[config.mk]
export PLATFORM = sky130hd
export DESIGN_NAME = two_way_traffic_light_with_edit_mode_unit
export DESIGN_NICKNAME = d
export VERILOG_FILES = /design/src/design/twtl_pkg.sv /design/src/design/twtl_core.sv /design/src/design/two_way_traffic_light_with_edit_mode_unit.sv
export SDC_FILE = /design/constraint.sdc
export NUM_CORES = 1
export LEC_CHECK = 0
export BUFFER_PORTS_ARGS = -buffer_cell sky130_fd_sc_hd__buf_2
export CAP_MARGIN = 20
export CORE_ASPECT_RATIO = 1.5
export CORE_MARGIN = 8
export CORE_UTILIZATION = 62
export CTS_CLUSTER_SIZE = 30
export DETAILED_ROUTE_END_ITERATION = 10
export GPL_ROUTABILITY_DRIVEN = 0
export PLACE_DENSITY = 0.79
export SYNTH_ARGS = -nofsm -noshare
export SYNTH_HDL_FRONTEND = slang
export SYNTH_SLANG_ARGS = --single-unit
[constraint.sdc]
create_clock -name clk -period 19.15 [get_ports clk]
set_input_delay 5.745 -clock clk [delete_from_list [all_inputs] [get_ports clk]]
set_output_delay 5.745 -clock clk [all_outputs]
set_load 0.005 [all_outputs]
[src/design/twtl_pkg.sv]
// ----------------------------------------------------------------------------
// twtl_pkg
// Shared types, constants and helper functions of the two-way traffic light
// controller with edit mode.
// ----------------------------------------------------------------------------
package twtl_pkg;

    localparam int unsigned SEC_W   = 7;
    localparam int unsigned TPS_W   = 10;
    localparam int unsigned TICKS_W = 17;
    localparam int unsigned COL_W   = 2;

    localparam logic [SEC_W-1:0] SECONDS_MAX     = 7'd99;
    localparam logic [SEC_W-1:0] RED_SECS_RST    = 7'd5;
    localparam logic [SEC_W-1:0] GREEN_SECS_RST  = 7'd3;
    localparam logic [SEC_W-1:0] YELLOW_SECS_RST = 7'd2;
    localparam logic [TPS_W-1:0] TPS_RST         = 10'd20;

    typedef enum logic [2:0] {
        PH_INIT      = 3'd0,
        PH_RG        = 3'd1,
        PH_RY        = 3'd2,
        PH_GR        = 3'd3,
        PH_YR        = 3'd4,
        PH_ED_RED    = 3'd5,
        PH_ED_GREEN  = 3'd6,
        PH_ED_YELLOW = 3'd7
    } phase_t;

    localparam logic [COL_W-1:0] COL_RED    = 2'd0;
    localparam logic [COL_W-1:0] COL_YELLOW = 2'd1;
    localparam logic [COL_W-1:0] COL_GREEN  = 2'd2;
    localparam logic [COL_W-1:0] COL_NONE   = 2'd3;

    typedef struct packed {
        logic manual;
        logic to_green;
        logic to_yellow;
        logic to_auto;
        logic inc;
    } btn_t;

    typedef struct packed {
        phase_t           phase;
        logic [COL_W-1:0] light_one;
        logic [COL_W-1:0] light_two;
        logic [SEC_W-1:0] shown_seconds;
    } result_t;

    // Edited durations wrap to zero at the top of the display range.
    function automatic logic [SEC_W-1:0] bump_secs(input logic [SEC_W-1:0] s);
        logic [SEC_W-1:0] r;
        r = (s >= SECONDS_MAX) ? '0 : s + 7'd1;
        return r;
    endfunction

    function automatic logic [COL_W-1:0] light_one_of(input phase_t p);
        logic [COL_W-1:0] c;
        case (p)
            PH_RG, PH_RY, PH_ED_RED: c = COL_RED;
            PH_GR, PH_ED_GREEN:      c = COL_GREEN;
            PH_YR, PH_ED_YELLOW:     c = COL_YELLOW;
            default:                 c = COL_NONE;
        endcase
        return c;
    endfunction

    function automatic logic [COL_W-1:0] light_two_of(input phase_t p);
        logic [COL_W-1:0] c;
        case (p)
            PH_RG, PH_ED_GREEN:         c = COL_GREEN;
            PH_RY, PH_ED_YELLOW:        c = COL_YELLOW;
            PH_GR, PH_YR, PH_ED_RED:    c = COL_RED;
            default:                    c = COL_NONE;
        endcase
        return c;
    endfunction

endpackage

[src/design/twtl_core.sv]
// ----------------------------------------------------------------------------
// twtl_core
// Controller state, phase timer and edit logic. One tick is applied per
// step; the result for that tick is formed combinationally from the
// updated state.
// ----------------------------------------------------------------------------
module twtl_core (
    input  logic                         clk,
    input  logic                         rst_n,
    input  logic                         step,
    input  twtl_pkg::btn_t               btn,
    input  logic [twtl_pkg::TPS_W-1:0]   tps,
    output twtl_pkg::result_t            result
);
    import twtl_pkg::*;

    phase_t             phase_reg, phase_next, phase_mid;
    logic [SEC_W-1:0]   red_reg, red_next;
    logic [SEC_W-1:0]   green_reg, green_next;
    logic [SEC_W-1:0]   yellow_reg, yellow_next;
    logic [TICKS_W-1:0] ticks_left_reg, ticks_left_next;
    logic               expired_reg, expired_next;

    logic [TICKS_W-1:0] ticks_cnt;
    logic               expired_cnt;
    logic               load_en;
    logic               load_yellow;
    logic [SEC_W-1:0]   load_secs;
    logic [TICKS_W-1:0] load_ticks;
    logic [SEC_W-1:0]   shown;

    // Timer counts first, then the automatic step, then the edit step.
    always_comb
    begin
        ticks_cnt   = (ticks_left_reg != '0) ? ticks_left_reg - 17'd1 : ticks_left_reg;
        expired_cnt = expired_reg | (ticks_left_reg == 17'd1);

        phase_mid   = phase_reg;
        load_en     = 1'b0;
        load_yellow = 1'b0;
        case (phase_reg)
            PH_INIT:
            begin
                load_en   = 1'b1;
                phase_mid = PH_RG;
            end
            PH_RG, PH_RY, PH_GR, PH_YR:
            begin
                // The manual button takes priority over expiry.
                if (btn.manual)
                begin
                    phase_mid = PH_ED_RED;
                end
                else if (expired_cnt)
                begin
                    load_en = 1'b1;
                    case (phase_reg)
                        PH_RG:
                        begin
                            load_yellow = 1'b1;
                            phase_mid   = PH_RY;
                        end
                        PH_RY:   phase_mid = PH_GR;
                        PH_GR:
                        begin
                            load_yellow = 1'b1;
                            phase_mid   = PH_YR;
                        end
                        default: phase_mid = PH_RG;
                    endcase
                end
            end
            default: phase_mid = phase_reg;
        endcase

        load_secs  = load_yellow ? yellow_reg : green_reg;
        load_ticks = {{(TICKS_W-SEC_W){1'b0}}, load_secs} * {{(TICKS_W-TPS_W){1'b0}}, tps};

        ticks_left_next = load_en ? load_ticks : ticks_cnt;
        expired_next    = load_en ? (load_ticks == '0) : expired_cnt;

        phase_next  = phase_mid;
        red_next    = red_reg;
        green_next  = green_reg;
        yellow_next = yellow_reg;
        case (phase_mid)
            PH_ED_RED:
            begin
                if (btn.to_green)
                    phase_next = PH_ED_GREEN;
                if (btn.inc)
                    red_next = bump_secs(red_reg);
            end
            PH_ED_GREEN:
            begin
                if (btn.to_yellow)
                    phase_next = PH_ED_YELLOW;
                if (btn.inc)
                    green_next = bump_secs(green_reg);
            end
            PH_ED_YELLOW:
            begin
                if (btn.to_auto)
                    phase_next = PH_INIT;
                if (btn.inc)
                    yellow_next = bump_secs(yellow_reg);
            end
            default: phase_next = phase_mid;
        endcase
    end

    // Result of the tick, seen after the whole update.
    always_comb
    begin
        case (phase_next)
            PH_RG, PH_ED_GREEN:            shown = green_next;
            PH_RY, PH_ED_YELLOW:           shown = yellow_next;
            PH_GR, PH_YR, PH_ED_RED:       shown = red_next;
            default:                       shown = '0;
        endcase
        result.phase         = phase_next;
        result.light_one     = light_one_of(phase_next);
        result.light_two     = light_two_of(phase_next);
        result.shown_seconds = shown;
    end

    always_ff @(posedge clk or negedge rst_n)
    begin
        if (!rst_n)
        begin
            phase_reg      <= PH_INIT;
            red_reg        <= RED_SECS_RST;
            green_reg      <= GREEN_SECS_RST;
            yellow_reg     <= YELLOW_SECS_RST;
            ticks_left_reg <= '0;
            expired_reg    <= 1'b0;
        end
        else if (step)
        begin
            phase_reg      <= phase_next;
            red_reg        <= red_next;
            green_reg      <= green_next;
            yellow_reg     <= yellow_next;
            ticks_left_reg <= ticks_left_next;
            expired_reg    <= expired_next;
        end
    end

    a_hold_without_step: assert property (@(posedge clk) disable iff (!rst_n)
        !step |=> $stable(phase_reg) && $stable(ticks_left_reg))
        else $error("controller state changed without a tick");

    a_init_to_rg: assert property (@(posedge clk) disable iff (!rst_n)
        (step && phase_reg == PH_INIT) |=> phase_reg == PH_RG)
        else $error("init phase did not move to red/green");

    a_red_wrap: assert property (@(posedge clk) disable iff (!rst_n)
        (step && phase_mid == PH_ED_RED && btn.inc && red_reg == SECONDS_MAX)
        |=> red_reg == '0)
        else $error("red duration did not wrap to zero");

endmodule

[src/design/two_way_traffic_light_with_edit_mode_unit.sv]
// ----------------------------------------------------------------------------
// two_way_traffic_light_with_edit_mode_unit
// Two-way traffic light controller with a duration edit mode.
// ----------------------------------------------------------------------------
// Usage:
// Each input transfer (in_valid high, in_stall low) is one timebase tick with
// five button-press pulses. Every tick produces exactly one output transfer
// (out_valid high, out_stall low) carrying the phase, both light colours and
// the duration shown for that phase.
// The tick is captured in an input register and then applied to the
// controller state; the result lands in the output register. One tick is
// accepted every cycle while the output side takes results.
// When the receiver stalls, the output register holds its result, the input
// register fills and in_stall rises; no tick is lost or applied twice.
// The ticks_per_second register is written through cfg_valid/cfg_data
// (cfg_ready is always high) and takes effect at the next timer load.
// Reset puts the controller in its init phase with durations red 5, green 3,
// yellow 2 seconds, ticks_per_second 20 and both pipeline registers empty.
// ----------------------------------------------------------------------------
module two_way_traffic_light_with_edit_mode_unit (
    input  logic                         clk,
    input  logic                         rst_n,
    input  logic                         in_valid,
    output logic                         in_stall,
    input  logic                         btn_manual,
    input  logic                         btn_to_green_edit,
    input  logic                         btn_to_yellow_edit,
    input  logic                         btn_back_to_auto,
    input  logic                         btn_increment,
    output logic                         out_valid,
    input  logic                         out_stall,
    output logic [2:0]                   phase,
    output logic [twtl_pkg::COL_W-1:0]   light_one,
    output logic [twtl_pkg::COL_W-1:0]   light_two,
    output logic [twtl_pkg::SEC_W-1:0]   shown_seconds,
    input  logic                         cfg_valid,
    output logic                         cfg_ready,
    input  logic [twtl_pkg::TPS_W-1:0]   cfg_data
);
    import twtl_pkg::*;

    logic             s1_valid_reg;
    btn_t             s1_btn_reg;
    logic             out_valid_reg;
    result_t          out_result_reg;
    logic [TPS_W-1:0] tps_reg;

    logic    out_free;
    logic    step;
    logic    in_take;
    result_t core_result;

    assign out_free  = !out_valid_reg || !out_stall;
    assign step      = s1_valid_reg && out_free;
    assign in_stall  = s1_valid_reg && !out_free;
    assign in_take   = in_valid && !in_stall;
    assign cfg_ready = 1'b1;

    twtl_core u_core (
        .clk    (clk),
        .rst_n  (rst_n),
        .step   (step),
        .btn    (s1_btn_reg),
        .tps    (tps_reg),
        .result (core_result)
    );

    always_ff @(posedge clk or negedge rst_n)
    begin
        if (!rst_n)
        begin
            s1_valid_reg  <= 1'b0;
            out_valid_reg <= 1'b0;
            tps_reg       <= TPS_RST;
        end
        else
        begin
            if (in_take)
                s1_valid_reg <= 1'b1;
            else if (step)
                s1_valid_reg <= 1'b0;
            if (out_free)
                out_valid_reg <= s1_valid_reg;
            if (cfg_valid && cfg_ready)
                tps_reg <= cfg_data;
        end
    end

    always_ff @(posedge clk)
    begin
        if (in_take)
        begin
            s1_btn_reg.manual    <= btn_manual;
            s1_btn_reg.to_green  <= btn_to_green_edit;
            s1_btn_reg.to_yellow <= btn_to_yellow_edit;
            s1_btn_reg.to_auto   <= btn_back_to_auto;
            s1_btn_reg.inc       <= btn_increment;
        end
        if (step)
            out_result_reg <= core_result;
    end

    assign out_valid     = out_valid_reg;
    assign phase         = out_result_reg.phase;
    assign light_one     = out_result_reg.light_one;
    assign light_two     = out_result_reg.light_two;
    assign shown_seconds = out_result_reg.shown_seconds;

    a_stall_needs_item: assert property (@(posedge clk) disable iff (!rst_n)
        in_stall |-> s1_valid_reg)
        else $error("input stalled with an empty input register");

    a_take_fills_s1: assert property (@(posedge clk) disable iff (!rst_n)
        in_take |=> s1_valid_reg)
        else $error("accepted tick not held in the input register");

    a_step_fills_out: assert property (@(posedge clk) disable iff (!rst_n)
        step |=> out_valid_reg)
        else $error("applied tick produced no result");

endmodule

=== After elaboration in Yosys (flattened, before gate mapping) ===
Cells that the tools add are included.

* Add/subtract/negate cells: 4
* Multipliers: 1
* $lt $le $gt $ge: 3
* Equality and inequality tests: 15
* Mux-type cells: 33
* Bitwise logic cells: 1
* Reduce and logical (&&, ||, !) cells: 22

{| class="wikitable"
|+ Operators with widths
! operator !! count
|-
| two-way mux 7 bit || 10
|-
| two-way mux 17 bit || 2
|-
| == test 3 bit, second input constant || 8
|-
| adder 7 x 1 -> 7 bit, second input constant || 3
|-
| greater-or-equal comparator 7 bit, second input constant || 3
|-
| case mux 7 bit (3 select lines) || 1
|-
| case mux 3 bit (3 select lines) || 2
|-
| == test 17 x 1 -> 1 bit, second input constant || 1
|-
| logical NOT 17 bit || 1
|-
| multiplier 7 x 10 -> 17 bit || 1
|-
| nonzero test 17 bit || 1
|-
| subtractor 17 x 1 -> 17 bit, second input constant || 1
|-
| two-way mux 3 bit || 5
|-
| == test 3 x 2 -> 1 bit, second input constant || 4
|-
| case mux 2 bit (3 select lines) || 2
|-
| OR reduction 2 bit || 5
|-
| two-way mux 1 bit || 9
|-
| == test 3 x 1 -> 1 bit, second input constant || 2
|-
| case mux 3 bit (2 select lines) || 1
|-
| OR reduction 3 bit || 2
|-
| logical NOT 1 bit || 4
|-
| nonzero test 2 bit || 2
|-
| OR reduction 4 bit || 1
|-
| logical AND 1 bit || 3
|-
| 5 further kinds || 5
|}

* Register bits: 73
* Word-level logic and storage cells: 97

=== Depth between registers and ports, before layout ===
Gate-level depths: netlist (run 1).

* Depth in word-level cells: 10
* Gate-level depth with buffers: 24

=== Hierarchy ===
A second synthesis (run 1) with hierarchy kept.

* Cells, all modules: 736
* Area total of the unflattened synthesis: 6712.7 um^2

{| class="wikitable"
|+ By module, submodules not included
! module !! times used !! cells each !! area each (um^2) !! seq. area each (um^2)
|-
| twtl_core || 1 || 686 || 5630.4 || 1057.3
|-
| two_way_traffic_light_with_edit_mode_unit || 1 || 50 || 1082.3 || 873.3
|}

=== Worst setup path before layout (run 1) ===
OpenSTA, ideal clock, no wires.

* Path type: input port to output port
* Start: in out_stall
* End: out in_stall
* Arrival time: 5890 ps
* Required time: 13405 ps
* Setup slack: 7515 ps
* Stages on the path: 2
* Path through: nand3_1 -> inv_1

* Word-level cells in the longest chain between the ends: 4

{| class="wikitable"
|+ Ends and longest elaborated chain
! item !! RTL line !! text
|-
| start, declared || two_way_traffic_light_with_edit_mode_unit.sv:31 || <nowiki>input logic out_stall,</nowiki>
|-
| logical NOT 1 bit || two_way_traffic_light_with_edit_mode_unit.sv:53 || <nowiki>assign out_free = !out_valid_reg || !out_stall;</nowiki>
|-
| logical OR 1 bit || two_way_traffic_light_with_edit_mode_unit.sv:53 ||
|-
| logical NOT 1 bit || two_way_traffic_light_with_edit_mode_unit.sv:55 || <nowiki>assign in_stall = s1_valid_reg && !out_free;</nowiki>
|-
| logical AND 1 bit || two_way_traffic_light_with_edit_mode_unit.sv:55 ||
|-
| end, declared || two_way_traffic_light_with_edit_mode_unit.sv:24 || <nowiki>output logic in_stall,</nowiki>
|}

Every way passes these cells.

=== Worst setup path after layout (run 1) ===
Ends and elaborated chain as after synthesis.

==> impl_metrics.json, run 1 <==
{
  "slowest_stage": "sky130_fd_sc_hd__buf_2",
  "report.final.slew_viol_count": 0,
  "grt_setup_unrepaired": "false",
  "yosys.area_share.xor_xnor_pct": 2.79,
  "hold_violations": 0,
  "cts_made_buffers": 9,
  "cellPowerDensity_nw_per_um2": 106,
  "fin_worst_hold_slack_ps": 507,
  "vias": 5747,
  "sequential_cell_area_sq_um": 1930,
  "route.final.wire_length_mm": 16.0,
  "grt_antenna_before_repair": 0,
  "crit_chain": "buf_2 -> nand3_1 -> inv_1 -> buf_2",
  "n_antenna_cell": 0,
  "synthesis_stage_register_bit_count": 73,
  "run_status": "completed",
  "share_seq_of_total_power_pct": 34.5,
  "finalNetCount": 875,
  "setup-violations-final": 0,
  "cts_resized": 0,
  "final.fill_count": 873,
  "crit_type": "in2out",
  "min_path_type": "reg2reg",
  "switching_share_of_total_power_pct": 41.3,
  "synth_flop_cell": "sky130_fd_sc_hd__dfrtp_1",
  "cts_tree": "built",
  "first_iter_violations": 324,
  "largest_register_ff_count": 17,
  "totalNegativeSetupSlack_ps": 0,
  "p_clk_share_pct": 25.4,
  "critical_path_arrival_ps": 6110,
  "root_buffer": "sky130_fd_sc_hd__clkbuf_16",
  "via_per_inst": 6.22,
  "die_width_microns": 100,
  "row_count": 46,
  "seq_area_frac_synth_pct": 29.3,
  "grt_util_all_layers_pct": 23.6,
  "synth_enable_flop_cells": 19,
  "cp_top_family": "buffers and inverters",
  "post_cts.repair.setup_buffers": 0,
  "syn_area_per_cell_sq_um": 8.77,
  "multi_input_comb_area_sq_um": 4340,
  "irDropWorstVdd_uv": 57.5,
  "syn_area_sq_um": 6590,
  "static-leakage-power_nw": 3.27,
  "synth-async-reset-ratio_pct": 74.0,
  "worst-path-buf-inv": 3,
  "die_area_sq_um": 14200,
  "detailedPlace.worstSlack_ps": 7290,
  "timing.critical_path.mode_cell": "sky130_fd_sc_hd__buf_2",
  "endpoint_type_of_the_worst_setup_path": "output port",
  "placeableCoreArea_sq_um": 10500,
  "cts_hold_buf": 0,
  "distinct_cell_type_count_after_synthesis": 70,
  "buffer_ports.inserted": 35,
  "worst_path_largest_cell_delay_ps": 120,
  "first_global_vias": 5680,
  "post_synth_mux_area_share_pct": 2.53,
  "cts_num_sinks": 73,
  "crit_start_category": "input pin",
  "drt_first_pass_iters": 7,
  "first_pass_grt_wire_length_mm": 26.7,
  "critical_path_required_ps": 13400,
  "route.detailed.drc": 0,
  "r2r_cells": 23,
  "synth_compound_gate_area_share_pct": 16.7,
  "h_tree_lvl_count": 3,
  "synthesized_nets": 851,
  "overflow_left_after_global_routing": 0,
  "yosysWarningCount": 0,
  "floorplan.initialDensity_pct": 62.9,
  "net-switching-power_w": 0.000314,
  "synth_simple_gate_area_share_pct": 24.2,
  "combPwrFrac_pct": 40.1,
  "min_period_ps": 11860,
  "cts.path.max_buffers": 2,
  "syn_to_final_growth_pct": 9.29,
  "clock_skew_ps": 8.54,
  "hpwlAfterDp_mm": 12.0,
  "final.period_utilization_pct": 61.9,
  "die_height_microns": 142,
  "clock_latency_of_the_later_clocked_register_in_the_worst_skew_pair_ps": 340,
  "worst_slack_ps": 7290,
  "adder_and_majority_cell_fraction_of_the_synthesized_area_pct": 19.6,
  "cap_viol_max_count": 0,
  "cp_num_cells": 4,
  "clkTransAtPathRegs_ps": 60,
  "synth_top_family_by_area": "simple AND/OR/NAND/NOR gates",
  "max_freq_ghz": 0.0843,
  "min_path_cells": 2,
  "synthesis.instances": 751,
  "wl_per_cell_microns": 17.3,
  "power.internal_w": 0.000446,
  "grt_start_max_net_pins": 55,
  "pin_count": 37,
  "timing.max_slew.rel_slack_pct": 31.5,
  "tightestPinTransition_ps": 1030,
  "route.antenna.remaining_nets": 0,
  "final_layout_size_suffix_gt1_share_pct": 11.7,
  "critical_path_peak_fanout": 3
}
[cells by family (layout without fill, tap and decap cells)]
family	after synthesis	count (layout)
AO/OA/AOI/OAI	172	172
XOR/XNOR	21	21
adder cells (fa/ha/maj)	80	80
buffers and inverters	81	110
flip-flops	73	73
multiplexers	15	15
other	1	1
AND/OR/NAND/NOR	308	308
[through the flow]
stage / instance area, sq um / cells / total power, W / util (%)
3_5_place_dp: 6860 / 908 / 0.000560 / 65.5
3_3_place_gp: 6860 / 908 / 0.000548 / 65.5
6_report: 7200 / 924 / 0.000760 / 68.7
4_1_cts: 7200 / 924 / 0.000754 / 68.7
5_1_grt: 7200 / 924 / 0.000809 / 68.7
2_1_floorplan: 6590 / 751 / 0.000483 / -
[synthesized netlist by cell type (8+ instances only)]
master	number	area (sq um)
sky130_fd_sc_hd__nand2b_1	9	56.3
sky130_fd_sc_hd__or3_1	8	50.1
sky130_fd_sc_hd__edfxtp_1	19	571
sky130_fd_sc_hd__nor2_1	44	165
sky130_fd_sc_hd__nor2b_1	27	169
sky130_fd_sc_hd__o211ai_1	11	82.6
sky130_fd_sc_hd__nor3_1	20	100
sky130_fd_sc_hd__ha_1	41	513
sky130_fd_sc_hd__inv_1	55	206
sky130_fd_sc_hd__nand2_1	107	402
sky130_fd_sc_hd__nor4_1	11	68.8
sky130_fd_sc_hd__xor2_1	9	78.8
sky130_fd_sc_hd__and2_1	29	181
sky130_fd_sc_hd__a21oi_1	33	165
sky130_fd_sc_hd__clkbuf_1	20	75.1
sky130_fd_sc_hd__mux2_2	10	113
sky130_fd_sc_hd__fa_1	39	781
sky130_fd_sc_hd__dfrtp_1	47	1180
sky130_fd_sc_hd__xnor2_1	12	105
sky130_fd_sc_hd__o21ai_0	56	280
sky130_fd_sc_hd__nand3_1	12	60.1
[per-layer routing]
| layer | vias to the layer above | global-route usage (%) | wire length (microns) | part of all wire (%) |
|---|---|---|---|---|
| met2 | 195 | 43.2 | 8530 | 53 |
| met3 | 49 | 3.53 | 683 | 4.3 |
| met1 | 2824 | 25.1 | 6040 | 38 |
| met5 | - | 0 | 0 | 0 |
| li1 | 2679 | - | - | - |
| met4 | 0 | 12.7 | 729 | 4.6 |
[path summary, 6_finish.rpt]
kind / startpoint / end / slack [ps]
setup / recovery: out_stall / in_stall / 7290
hold / removal: u_core.yellow_reg[1] / u_core.yellow_reg[1] / 510
setup reg to reg: u_core.ticks_left_reg[1] / u_core.expired_reg / 11960
hold reg to reg: u_core.yellow_reg[1] / u_core.yellow_reg[1] / 510
max in group asynchronous: rst_n / u_core.ticks_left_reg[11] / 13100
min in group asynchronous: rst_n / out_valid / 5530
[power by group through the flow]
stage	Combinational (W)	Sequential (W)	Clock (W)
finish	0.000305	0.000262	0.000193
global route	0.000339	0.000269	0.000200
CTS	0.000301	0.000260	0.000193
detailed placement	0.000298	0.000262	0
global placement	0.000288	0.000260	0
floorplan	0.000242	0.000241	0
[layout by cell type (no fill, tap or decap), types with 12 or more instances in the layout]
cell type,n
sky130_fd_sc_hd__nor2_1,44
sky130_fd_sc_hd__a21oi_1,33
sky130_fd_sc_hd__nand3_1,12
sky130_fd_sc_hd__and2_1,29
sky130_fd_sc_hd__inv_1,55
sky130_fd_sc_hd__xnor2_1,12
sky130_fd_sc_hd__fa_1,39
sky130_fd_sc_hd__nor3_1,20
sky130_fd_sc_hd__nand2_1,107
sky130_fd_sc_hd__dfrtp_1,47
sky130_fd_sc_hd__nor2b_1,27
sky130_fd_sc_hd__edfxtp_1,19
sky130_fd_sc_hd__o21ai_0,56
sky130_fd_sc_hd__buf_2,35
sky130_fd_sc_hd__ha_1,41
[layout make-up]
| cell class | count | area share (%) |
|---|---|---|
| clock buffers | 11 | 3.53 |
| clock inverters | 5 | 1.18 |
| inverters | 56 | 2.92 |
| multi-input cells | 597 | 60.3 |
| flip-flops and latches | 73 | 26.8 |
| well taps | 144 | 2.50 |
| repair buffers | 38 | 2.75 |
[worst reg2reg max path: cells and delay by family (launching register included)]
family / cells / cell delay, ps
XOR/XNOR: 1 / 280
AND/OR/NAND/NOR: 5 / 1410
flip-flops: 1 / 390
AO/OA/AOI/OAI: 5 / 1310
multiplexers: 1 / 750
buffers and inverters: 5 / 330
adder cells (fa/ha/maj): 6 / 2600
(Power assumes the default switching activity.)
==> run 2, diff against run 1 <==
CORE_UTILIZATION = 57   (was 62)
PLACE_DENSITY = 0.76   (was 0.79)
clock period = 9.7 ns   (was 19.15 ns; I/O delays follow)
==> impl_metrics.json, run 2 (synthesis gave the netlist of run 1 again) <==
{
  "combPwrFrac_pct": 41.1,
  "root_buffer": "sky130_fd_sc_hd__clkbuf_16",
  "endpoint_type_of_the_worst_setup_path": "register",
  "clkTransAtPathRegs_ps": 60,
  "final_cell_count_no_fill": 931,
  "critical_path_arrival_ps": 7320,
  "n_antenna_cell": 0,
  "final_layout_size_suffix_gt1_share_pct": 11.9,
  "cp_num_cells": 23,
  "largest_register_ff_count": 17,
  "multi_input_comb_area_sq_um": 4340,
  "route.antenna.remaining_nets": 0,
  "vias": 5644,
  "hold_start": "u_core.yellow_reg[1]",
  "clock_skew_ps": 6.50,
  "share_seq_of_total_power_pct": 34.8,
  "wl_per_cell_microns": 17.1,
  "critical_path_required_ps": 9930,
  "cts_hold_buf": 0,
  "irDropWorstVdd_uv": 128,
  "setup-violations-final": 0,
  "hpwlAfterDp_mm": 12.0,
  "static-leakage-power_nw": 3.27,
  "first_global_vias": 5598,
  "route.detailed.drc": 0,
  "crit_type": "reg2reg",
  "hold_violations": 0,
  "die_height_microns": 148,
  "cts_made_buffers": 9,
  "tightestPinTransition_ps": 1010,
  "critical_path_peak_fanout": 10,
  "first_iter_violations": 385,
  "h_tree_lvl_count": 3,
  "min_period_ps": 7090,
  "crit_chain": "inv_1 -> ha_1 -> nor4b_1 -> nand4_1 -> a21oi_2 -> mux2i_1 -> nor2b_1 -> fa_1 -> inv_1 -> fa_1 -> inv_1 -> fa_1 -> inv_1 -> fa_1 -> inv_1 -> ha_1 -> o21ai_0 -> o21a_1 -> o31ai_1 -> xnor2_1 -> nor4b_1 -> nand4_1 -> o41ai_1",
  "max_freq_ghz": 0.141,
  "pin_count": 37,
  "r2r_cells": 23,
  "finalNetCount": 876,
  "grt_setup_unrepaired": "false",
  "buffer_ports.inserted": 35,
  "report.final.slew_viol_count": 0,
  "final.period_utilization_pct": 73.1,
  "cts_num_sinks": 73,
  "switching_share_of_total_power_pct": 41.9,
  "numPlacedInstances": 915,
  "die_area_sq_um": 15300,
  "placeableCoreArea_sq_um": 11400,
  "grt_antenna_before_repair": 0,
  "cellPowerDensity_nw_per_um2": 206,
  "net-switching-power_w": 0.000621,
  "sequential_cell_area_sq_um": 1930,
  "via_per_inst": 6.06,
  "grt_util_all_layers_pct": 21.2,
  "die_width_microns": 104,
  "min_path_cells": 2,
  "row_count": 48,
  "cts_resized": 0,
  "clock_latency_of_the_later_clocked_register_in_the_worst_skew_pair_ps": 340,
  "route.final.wire_length_mm": 15.9,
  "cap_viol_max_count": 0,
  "run_status": "completed",
  "grt_start_max_net_pins": 55,
  "layout_common_cells": "sky130_fd_sc_hd__nand2_1 (107), sky130_fd_sc_hd__o21ai_0 (56), sky130_fd_sc_hd__inv_1 (55), sky130_fd_sc_hd__dfrtp_1 (47), sky130_fd_sc_hd__nor2_1 (44)",
  "cts_tree": "built",
  "post_cts.repair.setup_buffers": 0,
  "regToRegSetupSlack_ps": 2610,
  "totalNegativeSetupSlack_ps": 0,
  "syn_to_final_growth_pct": 9.29,
  "cts.path.max_buffers": 2,
  "first_pass_grt_wire_length_mm": 26.9,
  "worst_path_largest_cell_delay_ps": 740,
  "p_clk_share_pct": 24.1,
  "overflow_left_after_global_routing": 0,
  "layout_commonest_cell": "sky130_fd_sc_hd__nand2_1",
  "final.fill_count": 981,
  "min_to": "u_core.yellow_reg[1]",
  "cp_top_family": "adder cells",
  "worst-path-buf-inv": 5,
  "power.internal_w": 0.000862,
  "crit_start_category": "register",
  "critical_register_to_register_path_endpoint": "u_core.expired_reg",
  "timing.max_slew.rel_slack_pct": 32.4,
  "r2r_start": "u_core.ticks_left_reg[1]",
  "drt_first_pass_iters": 6,
  "timing.critical_path.mode_cell": "sky130_fd_sc_hd__inv_1",
  "floorplan.initialDensity_pct": 57.7,
  "min_path_type": "reg2reg",
  "slowest_stage": "sky130_fd_sc_hd__mux2i_1"
}
[run 2: changes by cell type in the layout (fill, tap and decap cells not counted), sizes merged]
cell / previous run / this run
buf: 38 / 39
bufinv: 2 / 1
clkinv: 1 / 2
[run 2: stage by stage]
step | utilization, % | hold slack (ps) | worst slack [ps] | instance area (sq um) | power, W
2_1_floorplan | - | 457 | 3640 | 6590 | 0.000953
3_3_place_gp | 60.3 | 468 | 3140 | 6880 | 0.00109
3_5_place_dp | 60.3 | 479 | 2740 | 6880 | 0.00111
4_1_cts | 63.1 | 500 | 2700 | 7200 | 0.00148
5_1_grt | 63.1 | 537 | 2100 | 7200 | 0.00158
6_report | 63.1 | 506 | 2610 | 7200 | 0.00148
[run 2: metal layers]
layer  GRT usage (%)  wire length, microns
met1            22.9                  5980
met2            38.6                  8590
met3            3.36                   638
met4            12.2                   737
met5               0                     0
[run 2: worst min-delay path, delay by kind of cell, from the launching register on]
kind             cells  cell delay, ps
flip-flops           1             400
AND/OR/NAND/NOR      2             110
[run 2: final cells by class]
class,count,share of cell area [%]
Multi-Input combinational cell,597,60.3
Clock inverter,5,0.834
Timing Repair Buffer,39,2.85
Sequential cell,73,26.8
Clock buffer,11,3.67
Inverter,56,2.92
Tap cell,150,2.61
[run 2: power by group through the flow]
stage / combinational (W) / sequential, W / clock [W]
2_1_floorplan: 0.000477 / 0.000476 / 0
3_3_place_gp: 0.000575 / 0.000512 / 0
6_report: 0.000608 / 0.000516 / 0.000358
5_1_grt: 0.000674 / 0.000528 / 0.000377
3_5_place_dp: 0.000596 / 0.000517 / 0
4_1_cts: 0.000602 / 0.000512 / 0.000363
[run 2: worst max path at each step]
stage                              end  slack (ps)                startpoint
global placement    u_core.expired_reg        3140  u_core.ticks_left_reg[1]
floorplan           u_core.expired_reg        3640  u_core.ticks_left_reg[1]
global route        u_core.expired_reg        2100  u_core.ticks_left_reg[1]
detailed placement  u_core.expired_reg        2740  u_core.ticks_left_reg[1]
CTS                 u_core.expired_reg        2700  u_core.ticks_left_reg[1]
finish              u_core.expired_reg        2610  u_core.ticks_left_reg[1]
==> run 3, diff against run 2 <==
clock period = 5.8 ns   (was 9.7 ns; I/O delays follow)
==> impl_metrics.json, run 3 (synthesis gave the netlist of run 1 again) <==
{
  "hold_violations": 0,
  "endpoint_type_of_the_worst_setup_path": "register",
  "route.detailed.drc": 0,
  "buffer_ports.inserted": 35,
  "crit_type": "reg2reg",
  "cts_tree": "built",
  "floorplan.initialDensity_pct": 57.7,
  "die_width_microns": 104,
  "route.antenna.remaining_nets": 0,
  "via_per_inst": 6.12,
  "grt_antenna_before_repair": 0,
  "tot_pwr_w": 0.00275,
  "tightestPinTransition_ps": 1120,
  "worst-path-buf-inv": 5,
  "slowest_stage": "sky130_fd_sc_hd__fa_1",
  "cts.path.max_buffers": 2,
  "cts_made_buffers": 9,
  "pin_count": 37,
  "grt_start_max_net_pins": 36,
  "wl_per_cell_microns": 18.9,
  "h_tree_lvl_count": 3,
  "critical_path_arrival_ps": 6200,
  "irDropWorstVdd_uv": 170,
  "drt_first_pass_iters": 5,
  "placeableCoreArea_sq_um": 11400,
  "final_layout_size_suffix_gt1_share_pct": 26.2,
  "cp_top_family": "adder cells",
  "post-route-cell-area_sq_um": 8140,
  "run_status": "finished with violations",
  "max_freq_ghz": 0.168,
  "finalNetCount": 946,
  "largest_register_ff_count": 17,
  "cap_viol_max_count": 0,
  "worst_path_largest_cell_delay_ps": 600,
  "crit_start_category": "register",
  "place_area_sq_um": 7380,
  "crit_chain": "nor4_4 -> buf_4 -> nand4_1 -> buf_6 -> a21oi_4 -> mux2i_4 -> buf_6 -> nor2b_1 -> fa_1 -> fa_1 -> fa_1 -> inv_1 -> fa_1 -> inv_2 -> ha_4 -> o21a_4 -> o21ai_2 -> o21bai_1 -> xnor2_1 -> nor4b_4 -> nand4_1 -> o41ai_2",
  "first_iter_violations": 413,
  "vias": 6130,
  "final_core_utilization_pct": 71.4,
  "n_antenna_cell": 0,
  "setup-violations-final": 2,
  "hpwlAfterDp_mm": 13.6,
  "clock_skew_ps": 10.1,
  "first_global_vias": 6331,
  "row_count": 48,
  "root_buffer": "sky130_fd_sc_hd__clkbuf_16",
  "hold_start": "s1_valid_reg",
  "die_area_sq_um": 15300,
  "cts_hold_buf": 0,
  "timing.critical_path.mode_cell": "sky130_fd_sc_hd__fa_1",
  "r2r_start": "u_core.ticks_left_reg[11]",
  "grt_util_all_layers_pct": 23.8,
  "final.period_utilization_pct": 103,
  "layout_common_cells": "sky130_fd_sc_hd__nand2_1 (103), sky130_fd_sc_hd__buf_4 (67), sky130_fd_sc_hd__o21ai_0 (52), sky130_fd_sc_hd__dfrtp_1 (47), sky130_fd_sc_hd__inv_1 (46)",
  "cellPowerDensity_nw_per_um2": 338,
  "first_pass_grt_wire_length_mm": 30.1,
  "syn_to_final_growth_pct": 23.6,
  "layout_commonest_cell": "sky130_fd_sc_hd__nand2_1",
  "critical_path_peak_fanout": 5,
  "grt_setup_unrepaired": "true",
  "clock_latency_of_the_later_clocked_register_in_the_worst_skew_pair_ps": 340,
  "timing.max_slew.rel_slack_pct": 25.3,
  "die_height_microns": 148,
  "critical_path_required_ps": 6040,
  "min_period_ps": 5960,
  "overflow_left_after_global_routing": 0,
  "detailedPlace.worstSlack_ps": -184,
  "cts_num_sinks": 73,
  "violated_checks": "negative setup slack",
  "clkTransAtPathRegs_ps": 60,
  "static-leakage-power_nw": 3.74,
  "route.final.wire_length_mm": 18.9,
  "critPathLaunch": "u_core.ticks_left_reg[11]",
  "min_path_type": "reg2reg",
  "worst_slack_ps": -157,
  "report.final.slew_viol_count": 0
}
==> run 3: layout make-up <==
class,count,area [sq um]
Multi-Input combinational cell,597,4750
Inverter,56,210
Fill cell,836,3270
Timing Repair Buffer,109,757
Tap cell,150,188
Clock inverter,7,77.6
Sequential cell,73,1930
Clock buffer,9,225
==> run 3: worst paths after layout <==
kind                            cells past startpoint  slack, ps                 end
worst max-delay path                               22       -160  u_core.expired_reg
worst min-delay path                                1        510           out_valid
worst max register to register                     22       -160  u_core.expired_reg
worst min register to register                      1        510           out_valid
max in group asynchronous                           2       3460          tps_reg[2]
min in group asynchronous                           1       1410           out_valid
==> run 3: where the power goes <==
group	leakage [nW]	switching, W	internal (W)
Combinational	2.73	0.000804	0.000558
Sequential	0.863	0.000137	0.000683
Clock	0.146	0.000237	0.000337
==> run 3: per-layer routing <==
layer	routed length [microns]	vias to the layer above	share of wire [%]	track usage, %
li1	-	2813	-	-
met1	6700	3010	35	24.3
met2	10300	227	55	44.6
met3	801	80	4.2	3.40
met4	1080	0	5.7	14.8
met5	0	-	0	0
==> run 3: repair_timing <==
item	4_1_cts	5_1_grt
endpoints found under the hold margin	0	0
buffers inserted	3	7
endpoints found under the setup margin	6	7
resized for setup	33	49
pin swaps	23	38
==> run 3: per-stage QoR <==
step	hold slack (ps)	cells	setup TNS [ps]
6_report	506	1001	-209
5_1_grt	551	1001	-1460
4_1_cts	502	994	0
3_3_place_gp	468	975	-39.5
2_1_floorplan	457	751	0
3_5_place_dp	497	975	-451
